==> src/sv/utf8d_pkg.sv <==
package utf8d_pkg;

    // Queue depths
    localparam int CLASS_QUEUE_DEPTH  = 4;
    localparam int RESULT_QUEUE_DEPTH = 2;
    localparam int DEF_MAX_STRING_BYTES = 1024;

    localparam int COUNT_W = 11;
    localparam int UNIT_W  = 16;

    // Byte classes
    localparam logic [2:0] CLS_ASCII = 3'd0;
    localparam logic [2:0] CLS_CONT  = 3'd1;
    localparam logic [2:0] CLS_LEAD2 = 3'd2;
    localparam logic [2:0] CLS_LEAD3 = 3'd3;
    localparam logic [2:0] CLS_LEAD4 = 3'd4;
    localparam logic [2:0] CLS_BAD   = 3'd5;

    // End status codes
    localparam logic [1:0] ST_OK        = 2'd0;
    localparam logic [1:0] ST_ILLEGAL   = 2'd1;
    localparam logic [1:0] ST_TRUNCATED = 2'd2;

    typedef struct packed {
        logic [7:0] in_byte;
        logic       last_byte;
    } t_in_word;

    typedef struct packed {
        logic               unit_valid;
        logic [UNIT_W-1:0]  code_unit;
        logic               string_end;
        logic [1:0]         status;
        logic [COUNT_W-1:0] unit_count;
    } t_out_word;

    // Classified byte passed from front to back
    typedef struct packed {
        logic [2:0] cls;
        logic [6:0] bits;
        logic       last;
    } t_class_word;

endpackage

==> src/sv/utf8d_front.sv <==
module utf8d_front (
    input  utf8d_pkg::t_in_word    i_word,
    output utf8d_pkg::t_class_word o_entry
);

    logic [7:0] w_b;

    assign w_b = i_word.in_byte;

    // Classify the byte and strip its marker bits
    always_comb begin
        o_entry.last = i_word.last_byte;
        if (w_b[7] == 1'b0) begin
            o_entry.cls  = utf8d_pkg::CLS_ASCII;
            o_entry.bits = w_b[6:0];
        end else if (w_b[6] == 1'b0) begin
            o_entry.cls  = utf8d_pkg::CLS_CONT;
            o_entry.bits = {1'b0, w_b[5:0]};
        end else if (w_b[5] == 1'b0) begin
            o_entry.cls  = utf8d_pkg::CLS_LEAD2;
            o_entry.bits = {2'b00, w_b[4:0]};
        end else if (w_b[4] == 1'b0) begin
            o_entry.cls  = utf8d_pkg::CLS_LEAD3;
            o_entry.bits = {3'b000, w_b[3:0]};
        end else if (w_b[3] == 1'b0) begin
            o_entry.cls  = utf8d_pkg::CLS_LEAD4;
            o_entry.bits = {4'b0000, w_b[2:0]};
        end else begin
            o_entry.cls  = utf8d_pkg::CLS_BAD;
            o_entry.bits = 7'd0;
        end
    end

endmodule

==> src/sv/utf8d_fifo.sv <==
module utf8d_fifo #(
    parameter int WIDTH = 8,
    parameter int DEPTH = 2
) (
    input  logic             i_clk,
    input  logic             i_rst_n,
    input  logic             i_push,
    input  logic [WIDTH-1:0] i_data,
    output logic             o_full,
    input  logic             i_pop,
    output logic             o_empty,
    output logic [WIDTH-1:0] o_data
);

    localparam int AW = (DEPTH > 1) ? $clog2(DEPTH) : 1;
    localparam int CW = $clog2(DEPTH + 1);
    localparam logic [AW-1:0] LAST_IDX = AW'(DEPTH - 1);
    localparam logic [CW-1:0] FULL_CNT = CW'(DEPTH);

    logic [WIDTH-1:0] r_slot [DEPTH];
    logic [AW-1:0]    r_wptr, n_wptr;
    logic [AW-1:0]    r_rptr, n_rptr;
    logic [CW-1:0]    r_cnt,  n_cnt;
    logic             w_do_push;
    logic             w_do_pop;

    assign o_full    = (r_cnt == FULL_CNT);
    assign o_empty   = (r_cnt == '0);
    assign o_data    = r_slot[r_rptr];
    assign w_do_push = i_push && !o_full;
    assign w_do_pop  = i_pop && !o_empty;

    always_comb begin
        n_wptr = r_wptr;
        n_rptr = r_rptr;
        n_cnt  = r_cnt;
        if (w_do_push) begin
            n_wptr = (r_wptr == LAST_IDX) ? '0 : r_wptr + AW'(1);
        end
        if (w_do_pop) begin
            n_rptr = (r_rptr == LAST_IDX) ? '0 : r_rptr + AW'(1);
        end
        if (w_do_push && !w_do_pop) begin
            n_cnt = r_cnt + CW'(1);
        end else if (w_do_pop && !w_do_push) begin
            n_cnt = r_cnt - CW'(1);
        end
    end

    always_ff @(posedge i_clk) begin
        if (!i_rst_n) begin
            r_wptr <= '0;
            r_rptr <= '0;
            r_cnt  <= '0;
        end else begin
            r_wptr <= n_wptr;
            r_rptr <= n_rptr;
            r_cnt  <= n_cnt;
        end
    end

    always_ff @(posedge i_clk) begin
        if (w_do_push) begin
            r_slot[r_wptr] <= i_data;
        end
    end

endmodule

==> src/sv/utf8d_back.sv <==
module utf8d_back #(
    parameter int MAX_STRING_BYTES = utf8d_pkg::DEF_MAX_STRING_BYTES
) (
    input  logic                   i_clk,
    input  logic                   i_rst_n,
    input  utf8d_pkg::t_class_word i_entry,
    input  logic                   i_avail,
    output logic                   o_take,
    input  logic                   i_res_full,
    output logic                   o_res_push,
    output utf8d_pkg::t_out_word   o_res
);

    localparam int CEIL_INT = (MAX_STRING_BYTES < 2047) ? MAX_STRING_BYTES : 2047;
    localparam logic [utf8d_pkg::COUNT_W-1:0] COUNT_CEIL = utf8d_pkg::COUNT_W'(CEIL_INT);

    logic [1:0]                    r_pend,  n_pend;
    logic [utf8d_pkg::UNIT_W-1:0]  r_pval,  n_pval;
    logic                          r_err,   n_err;
    logic [utf8d_pkg::COUNT_W-1:0] r_cnt,   n_cnt;
    logic                          w_done;
    logic [utf8d_pkg::UNIT_W-1:0]  w_unit;
    logic [utf8d_pkg::UNIT_W-1:0]  w_shift;
    logic [1:0]                    w_status;

    assign o_take  = i_avail && !i_res_full;
    assign w_shift = {r_pval[9:0], i_entry.bits[5:0]};

    always_comb begin
        n_pend = r_pend;
        n_pval = r_pval;
        n_err  = r_err;
        w_done = 1'b0;
        w_unit = '0;
        if (!r_err) begin
            if (r_pend == 2'd0) begin
                case (i_entry.cls)
                    utf8d_pkg::CLS_ASCII: begin
                        w_unit = {9'd0, i_entry.bits};
                        w_done = 1'b1;
                    end
                    utf8d_pkg::CLS_LEAD2: begin
                        n_pval = {9'd0, i_entry.bits};
                        n_pend = 2'd1;
                    end
                    utf8d_pkg::CLS_LEAD3: begin
                        n_pval = {9'd0, i_entry.bits};
                        n_pend = 2'd2;
                    end
                    utf8d_pkg::CLS_LEAD4: begin
                        n_pval = {9'd0, i_entry.bits};
                        n_pend = 2'd3;
                    end
                    default: begin
                        n_err = 1'b1;
                    end
                endcase
            end else if (i_entry.cls != utf8d_pkg::CLS_CONT) begin
                n_err = 1'b1;
            end else begin
                n_pend = r_pend - 2'd1;
                if (r_pend == 2'd1) begin
                    w_unit = w_shift;
                    w_done = 1'b1;
                    n_pval = '0;
                end else begin
                    n_pval = w_shift;
                end
            end
        end

        n_cnt = r_cnt;
        if (w_done && (r_cnt < COUNT_CEIL)) begin
            n_cnt = r_cnt + utf8d_pkg::COUNT_W'(1);
        end

        if (n_err) begin
            w_status = utf8d_pkg::ST_ILLEGAL;
        end else if (n_pend != 2'd0) begin
            w_status = utf8d_pkg::ST_TRUNCATED;
        end else begin
            w_status = utf8d_pkg::ST_OK;
        end

        o_res.unit_valid = w_done;
        o_res.code_unit  = w_unit;
        o_res.string_end = i_entry.last;
        o_res.status     = i_entry.last ? w_status : utf8d_pkg::ST_OK;
        o_res.unit_count = i_entry.last ? n_cnt : '0;
        o_res_push       = o_take && (w_done || i_entry.last);
    end

    always_ff @(posedge i_clk) begin
        if (!i_rst_n) begin
            r_pend <= '0;
            r_pval <= '0;
            r_err  <= 1'b0;
            r_cnt  <= '0;
        end else if (o_take) begin
            if (i_entry.last) begin
                r_pend <= '0;
                r_pval <= '0;
                r_err  <= 1'b0;
                r_cnt  <= '0;
            end else begin
                r_pend <= n_pend;
                r_pval <= n_pval;
                r_err  <= n_err;
                r_cnt  <= n_cnt;
            end
        end
    end

endmodule

==> src/sv/utf8_stream_decoder_16bit.sv <==
// Channel   Direction  Handshake               Payload
// input     in         push / full             i_word  (in_byte, last_byte)
// result    out        pop / empty             o_word  (unit_valid, code_unit,
//                                              string_end, status, unit_count)
//
// One byte is accepted every cycle while full is low; the back end holds its
// decode state in registers, so a byte can follow in the next cycle. A result
// reaches o_word through the class queue and then the result queue. Reset
// (synchronous, active low) empties both queues and clears the string state.
// A stall on pop fills the two-word result queue, then the four-word class
// queue, and only then raises full.
module utf8_stream_decoder_16bit #(
    parameter int MAX_STRING_BYTES = utf8d_pkg::DEF_MAX_STRING_BYTES
) (
    input  logic                  i_clk,
    input  logic                  i_rst_n,
    input  logic                  push,
    output logic                  full,
    input  utf8d_pkg::t_in_word   i_word,
    output logic                  empty,
    input  logic                  pop,
    output utf8d_pkg::t_out_word  o_word
);

    localparam int CLS_W = $bits(utf8d_pkg::t_class_word);
    localparam int RES_W = $bits(utf8d_pkg::t_out_word);

    utf8d_pkg::t_class_word w_cls_in;
    utf8d_pkg::t_class_word w_cls_out;
    utf8d_pkg::t_out_word   w_res_in;
    logic                   w_cls_empty;
    logic                   w_take;
    logic                   w_res_full;
    logic                   w_res_push;

    // Classify the incoming byte before queuing it
    utf8d_front u_front (
        .i_word  (i_word),
        .o_entry (w_cls_in)
    );

    // Decouple the classifier from the decode state
    utf8d_fifo #(
        .WIDTH (CLS_W),
        .DEPTH (utf8d_pkg::CLASS_QUEUE_DEPTH)
    ) u_cls_q (
        .i_clk   (i_clk),
        .i_rst_n (i_rst_n),
        .i_push  (push),
        .i_data  (w_cls_in),
        .o_full  (full),
        .i_pop   (w_take),
        .o_empty (w_cls_empty),
        .o_data  (w_cls_out)
    );

    // Advance the sequence state and build results
    utf8d_back #(
        .MAX_STRING_BYTES (MAX_STRING_BYTES)
    ) u_back (
        .i_clk      (i_clk),
        .i_rst_n    (i_rst_n),
        .i_entry    (w_cls_out),
        .i_avail    (!w_cls_empty),
        .o_take     (w_take),
        .i_res_full (w_res_full),
        .o_res_push (w_res_push),
        .o_res      (w_res_in)
    );

    // Hold results until the consumer pops them
    utf8d_fifo #(
        .WIDTH (RES_W),
        .DEPTH (utf8d_pkg::RESULT_QUEUE_DEPTH)
    ) u_res_q (
        .i_clk   (i_clk),
        .i_rst_n (i_rst_n),
        .i_push  (w_res_push),
        .i_data  (w_res_in),
        .o_full  (w_res_full),
        .i_pop   (pop),
        .o_empty (empty),
        .o_data  (o_word)
    );

endmodule

==> config.mk <==
export PLATFORM = sky130hd
export DESIGN_NAME = utf8_stream_decoder_16bit
export DESIGN_NICKNAME = d
export VERILOG_FILES = /design/src/sv/utf8d_pkg.sv /design/src/sv/utf8d_front.sv /design/src/sv/utf8d_fifo.sv /design/src/sv/utf8d_back.sv /design/src/sv/utf8_stream_decoder_16bit.sv
export SDC_FILE = /design/constraint.sdc
export NUM_CORES = 1
export LEC_CHECK = 0
export BUFFER_PORTS_ARGS = -buffer_cell sky130_fd_sc_hd__buf_4
export CAP_MARGIN = 15
export CORE_MARGIN = 4
export CORE_UTILIZATION = 49
export CTS_CLUSTER_SIZE = 20
export DETAILED_ROUTE_END_ITERATION = 6
export GPL_ROUTABILITY_DRIVEN = 0
export HOLD_SLACK_MARGIN = 0.02
export PLACE_DENSITY = 0.76
export SETUP_SLACK_MARGIN = 0.1
export SYNTH_ARGS = -nofsm -noshare
export SYNTH_HDL_FRONTEND = slang
export SYNTH_SLANG_ARGS = --single-unit
==> constraint.sdc <==
create_clock -name i_clk -period 5.5 [get_ports i_clk]
set_input_delay 0.275 -clock i_clk [delete_from_list [all_inputs] [get_ports i_clk]]
set_output_delay 0.275 -clock i_clk [all_outputs]
set_load 0.01 [all_outputs]
======== After elaboration in Yosys (flattened, before gate mapping) ========
Memories as Yosys holds them, arrays and structs flattened. A register that Yosys moved wholly into a read port is not among the register bits.
Index checks and enable logic that the tools add are counted.
W data, S select, Z words.
storage, ports and cells
  register bits after elaboration ......... 35
  memory bits (writable) .................. 106
  input port bits ......................... 13
  output and inout port bits .............. 33
  logic and storage cells ................. 118
  memories ................................ 2
memories
  name            depth  width  read ports  clocked after Yosys merged registers in  write ports  RTL line          text
  u_res_q.r_slot  2      31     1           1                                        1            utf8d_fifo.sv:20  logic [WIDTH-1:0] r_slot [DEPTH];
  u_cls_q.r_slot  4      11     1           1                                        1            utf8d_fifo.sv:20
cells by class
  add/subtract/negate cells ............... 10
  $lt $le $gt $ge ......................... 1
  eq/ne operators ......................... 12
  multiplexer cells ....................... 53
  reduce and logical (&&, ||, !) cells .... 30
operator list
  kind                     number
  $mux W10                 10
  $mux W16                 4
  $mux W11                 3
  $mux W2                  13
  $mux W1                  18
  $add A11 B1 Y11 const B  1
  $logic_and A1 B1 Y1      11
  $lt A11 B11 Y1 const B   1
  $logic_not A1 Y1         8
  $mux W8                  1
  $mux W7                  1
  $add A2 B1 Y2 const B    3
  $eq A2 B2 Y1 const B     3
  $eq A3 B2 Y1 const B     2
  $eq A3 B3 Y1 const B     2
  $logic_not A3 Y1         2
  $mux W3                  2
  $ne A3 B1 Y1 const B     2
  $pmux W2 S3              1
  $reduce_bool A2 Y1       3
  $logic_not A2 Y1         2
  $reduce_and A4 Y1        1
  $reduce_or A4 Y1         1
  $sub A2 B1 Y2 const B    2
  other kinds (8)          9

======== Longest topological paths before layout ========
  depth in word-level cells ............... 12
  gate-level depth with buffers ........... 11
  mapped depth without buffers ............ 10

======== Modules after synthesis ========
From an unflattened synthesis, not the netlist that was laid out.
second synthesis, totals
  cell total of the unflattened synthesis .. 458
  area total of the unflattened synthesis .. 6301.0 µm²
by module, submodules not included
  module                     instances  cells an instance  area an instance (µm²)  sequential area each (µm²)
  utf8d_fifo at u_res_q      1          121                2459.9                  1961.9
  utf8d_fifo at u_cls_q      1          108                2060.7                  1501.4
  utf8d_back                 1          213                1681.6                  480.5
  utf8d_front                1          15                 95.1                    0.0
  utf8_stream_decoder_16bit  1          1                  3.8                     0.0

======== Least setup slack after synthesis ========
Ideal clock, no wire load.
  path kind ............................... register to register
  start ................................... register (tool-made name)
  end ..................................... memory u_res_q.r_slot[0][0] (netlist name), enable pin
  setup time .............................. 423 ps
  arrival time ............................ 3607 ps
  data required time ...................... 5077 ps
  slack ................................... 1470 ps
  cell stages (with the launch flop) ...... 8
  buffers on the path ..................... 2
  clock period less this slack ............ 4030 ps
  cells stage by stage .................... dfxtp_1 > buf_6 > mux4_2 > buf_6 > or3_4 > or2_2 > a21oi_1 > nor2b_1
RTL lines
  element           RTL line
  end: declaration  utf8d_fifo.sv:20

==> results_dict.tcl <==
set metrics [dict create \
    hold_violations 0 \
    io_pins 46 \
    port-buffer-count 45 \
    groute.usage.overall_pct 16.3 \
    post-route-period-util_pct 67.0 \
    tritoncts "built" \
    drv.max_cap_violation_count 0 \
    leakagePower_nw 2.55 \
    postSynthRegisterBits 144 \
    postSynth.topFlopCell "edfxtp_1" \
    dp.final_hpwl_mm 7.51 \
    yosysWarnings 0 \
    die_boundary_width_um 121 \
    worst_r2r_path_cells 6 \
    power_report.internal_total_mw 2.78 \
    crit_path_max_fanout 31 \
    synthToLayoutAreaGrowth_pct 16.8 \
    first_global_vias 3665 \
    final.fill_count 969 \
    fin_worst_hold_slack_ps 61.1 \
    worstPathCellList "mux4_2 > or3_4 > or2_2 > a21oi_1 > nor2b_2 > buf_4" \
    number_of_violations_reported_at_the_end_of_detailed_routing_iteration_0 180 \
    worst_hold_path_stage_count 1 \
    setup-tns-final_ps 0 \
    cts_hold_repair.buffers 0 \
    final_period_minus_worst_setup_slack_ps 3690 \
    synth.avg_cell_area_um2 13.9 \
    clock_insertion_delay_worst_skew_ps 410 \
    timing.critical_path.slowest_cell_delay_ps 780 \
    run_status "finished clean" \
    register_area_share_after_synthesis_pct 63.0 \
    timing.hold.worst.start "i_word[0]" \
    max-slew-margin-rel_pct 52.7 \
    powerDensity_nw_per_um2 564 \
    crit_path_start_kind "flip-flop" \
    critical_path_s_slowest_cell "dfxtp_1" \
    min-delay-path-class "in2reg" \
    grt_setup_unrepaired "false" \
    seqCellArea_um2 3940 \
    post_route_cells_drive_above_1_share_pct 25.0 \
    worst-endpoint-required_ps 5560 \
    firstDrtPassIters 5 \
    grt_remaining_overflow 0 \
    total_wirelength_of_the_detailed_routed_design_mm 11.3 \
    p_sw_share_pct 32.7 \
    synth_async_sr_flop_share_pct 0 \
    post_synth_instance_area_um2 6260 \
    cts_max_path_buffers 2 \
    total_power_mw 4.13 \
    die_span_y_um 121 \
    cts_root_buffer "clkbuf_16" \
    cts-htree-levels 4 \
    clock-sinks 144 \
    worst-setup-path-type "reg2reg" \
    setup.worst_path.end_class "flip-flop" \
    ant_nets 0 \
    fp.dieArea_um2 14700 \
    mostFrequentLayoutCell "edfxtp_1" \
    ctsResizeCount 0 \
    upper_clock_frequency_limit_ghz 0.271 \
    numCtsBuffers 17 \
    drt_via_density 5.47 \
    p_clk_share_pct 26.4 \
    synth_enable_flop_cells 106 \
    cp_data_arrival_time_ps 3740 \
    drc 0 \
    ir_worst_vdd_mv 0.254 \
    grt_max_degree 32 \
    post_cts_buffers 0 \
    finalClockSkew_ps 6.72 \
    most_frequent_cells_in_the_layout "106 x edfxtp_1, 50 x buf_4, 38 x dfxtp_1" \
    cts.clk_slew.worst_paths_ps 60 \
    holdPathEnd "u_cls_q.r_slot[2][0]" \
    setup_viol 0 \
    setup.reg_to_reg.worst_slack_ps 1810 \
    post_synth_inst_count 452 \
    maxSlewViolCount 0 \
    num_rows 41 \
    floorplan.core_area_um2 12600 \
    yosys_cell_types 57 \
    insertedDiodeCount 0 \
    power.net_switching_mw 1.35 \
    dr_total_vias 3743 \
    postSynthNetCount 476 \
    power.combinational.fraction_pct 34.7 \
    grt_antenna_before_repair 0 \
    p_seq_share_pct 38.9 \
    fin_nets 523 \
    multi_input_comb_area_um2 2170 \
    worst_r2r_endpoint "u_res_q.r_slot[0][1]" \
    routedWlPerCell_um 16.6 \
    start_util_pct 49.8 \
    max_slew.worst_pin.slew_ps 709 \
    grt_pass1_wl_mm 18.5 \
]
-- layer usage --
metal  GRT usage, %  routed length [µm]  vias up
li1               -                   -     1796
met1           21.6                5140     1837
met2           25.8                5470       96
met3           4.90                 511       14
met4           5.52                 220        0
met5              0                   0        -
-- registers in the layout, summed over array words and instances, names as in the netlist, 2 cells and up, named ones only --
register / flops
u_res_q.r_slot: 62
u_cls_q.r_slot: 44
u_back.r_cnt: 11
u_back.r_pval: 10
u_cls_q.r_cnt: 3
u_back.r_pend: 2
u_cls_q.r_rptr: 2
u_cls_q.r_wptr: 2
u_res_q.r_cnt: 2
-- worst max-delay path by stage --
stage,start,endpoint,slack [ps],cells past startpoint
floorplan,flip-flop,u_res_q.r_slot[0][0],1470,7
global placement,flip-flop,u_res_q.r_slot[0][2],1910,6
detailed placement,flip-flop,u_res_q.r_slot[0][0],1800,6
CTS,flip-flop,u_res_q.r_slot[0][1],1750,6
global route,flip-flop,u_res_q.r_slot[0][7],1590,6
finish,flip-flop,u_res_q.r_slot[0][1],1810,6
-- area by class of cell --
type,instances,area share (%)
inverters,12,0.615
repair buffers,50,5.13
multi-input cells,274,29.7
clock inverters,11,1.57
flip-flops and latches,144,53.9
clock buffers,21,6.15
well taps,172,2.94
-- cells by family (layout without fill, tap and decap cells) --
kind of cell	after synthesis	in the layout	synth area share, %
flip-flops	144	144	63.0
buffers and inverters	34	94	2.40
adder cells (fa/ha/maj)	11	11	2.32
multiplexers	49	49	10.8
XOR/XNOR	15	15	2.10
AO/OA/AOI/OAI	64	64	7.25
AND/OR/NAND/NOR	135	135	12.2
-- power groups by stage --
| stage | Combinational [mW] | Sequential (mW) | Clock (mW) |
|---|---|---|---|
| after global routing | 1.59 | 1.64 | 1.15 |
| after global placement | 1.39 | 1.61 | 0 |
| final | 1.43 | 1.61 | 1.09 |
| after detailed placement | 1.43 | 1.63 | 0 |
| after floorplan | 1.03 | 1.57 | 0 |
| after CTS | 1.44 | 1.61 | 1.11 |
-- through the flow --
stage	utilization [%]	instance area (µm²)	setup WS [ps]	std cells
after global routing	58.2	7320	1590	684
after detailed placement	53.7	6750	1800	652
final	58.2	7320	1810	684
after floorplan	-	6260	1470	452
after CTS	58.2	7320	1750	684
after global placement	53.7	6750	1910	652
-- critical path, delay by kind of cell (launching register included) --
family / cells / cell delay, ps
AO/OA/AOI/OAI: 1 / 370
buffers and inverters: 1 / 390
multiplexers: 1 / 710
flip-flops: 1 / 780
AND/OR/NAND/NOR: 3 / 1060
-- cells in the mapped netlist, types with 2 or more instances --
| cell | number | area share (%) |
|---|---|---|
| edfxtp_1 | 106 | 51 |
| dfxtp_1 | 38 | 12 |
| nor2_1 | 33 | 2.0 |
| mux2_2 | 32 | 5.8 |
| nand2_1 | 25 | 1.5 |
| and2_1 | 24 | 2.4 |
| a21oi_1 | 15 | 1.2 |
| o21ai_0 | 13 | 1.0 |
| clkbuf_1 | 12 | 0.72 |
| ha_1 | 10 | 2.0 |
| inv_1 | 10 | 0.60 |
| xnor2_1 | 10 | 1.4 |
| a32o_1 | 9 | 1.4 |
| nor2b_1 | 8 | 0.80 |
| a31oi_1 | 7 | 0.70 |
| mux2i_1 | 7 | 1.1 |
| nor4_1 | 6 | 0.60 |
| mux4_1 | 5 | 2.1 |
| mux4_2 | 5 | 1.8 |
| nand2b_1 | 5 | 0.50 |
| nor3_1 | 5 | 0.40 |
| or3_1 | 5 | 0.50 |
| xor2_1 | 5 | 0.70 |
| buf_1 | 4 | 0.24 |
| nand4_1 | 4 | 0.40 |
| nor3b_1 | 4 | 0.48 |
| buf_2 | 3 | 0.24 |
| o22ai_1 | 3 | 0.30 |
| a211oi_1 | 2 | 0.24 |
| a21boi_0 | 2 | 0.24 |
| a21o_1 | 2 | 0.24 |
| buf_6 | 2 | 0.36 |
| clkinv_1 | 2 | 0.12 |
| nand3_1 | 2 | 0.16 |
| nor4_4 | 2 | 0.68 |
| or2_2 | 2 | 0.20 |
| or3_4 | 2 | 0.36 |
| or4b_2 | 2 | 0.32 |
No activity file was read; power rests on OpenSTA's default activity.
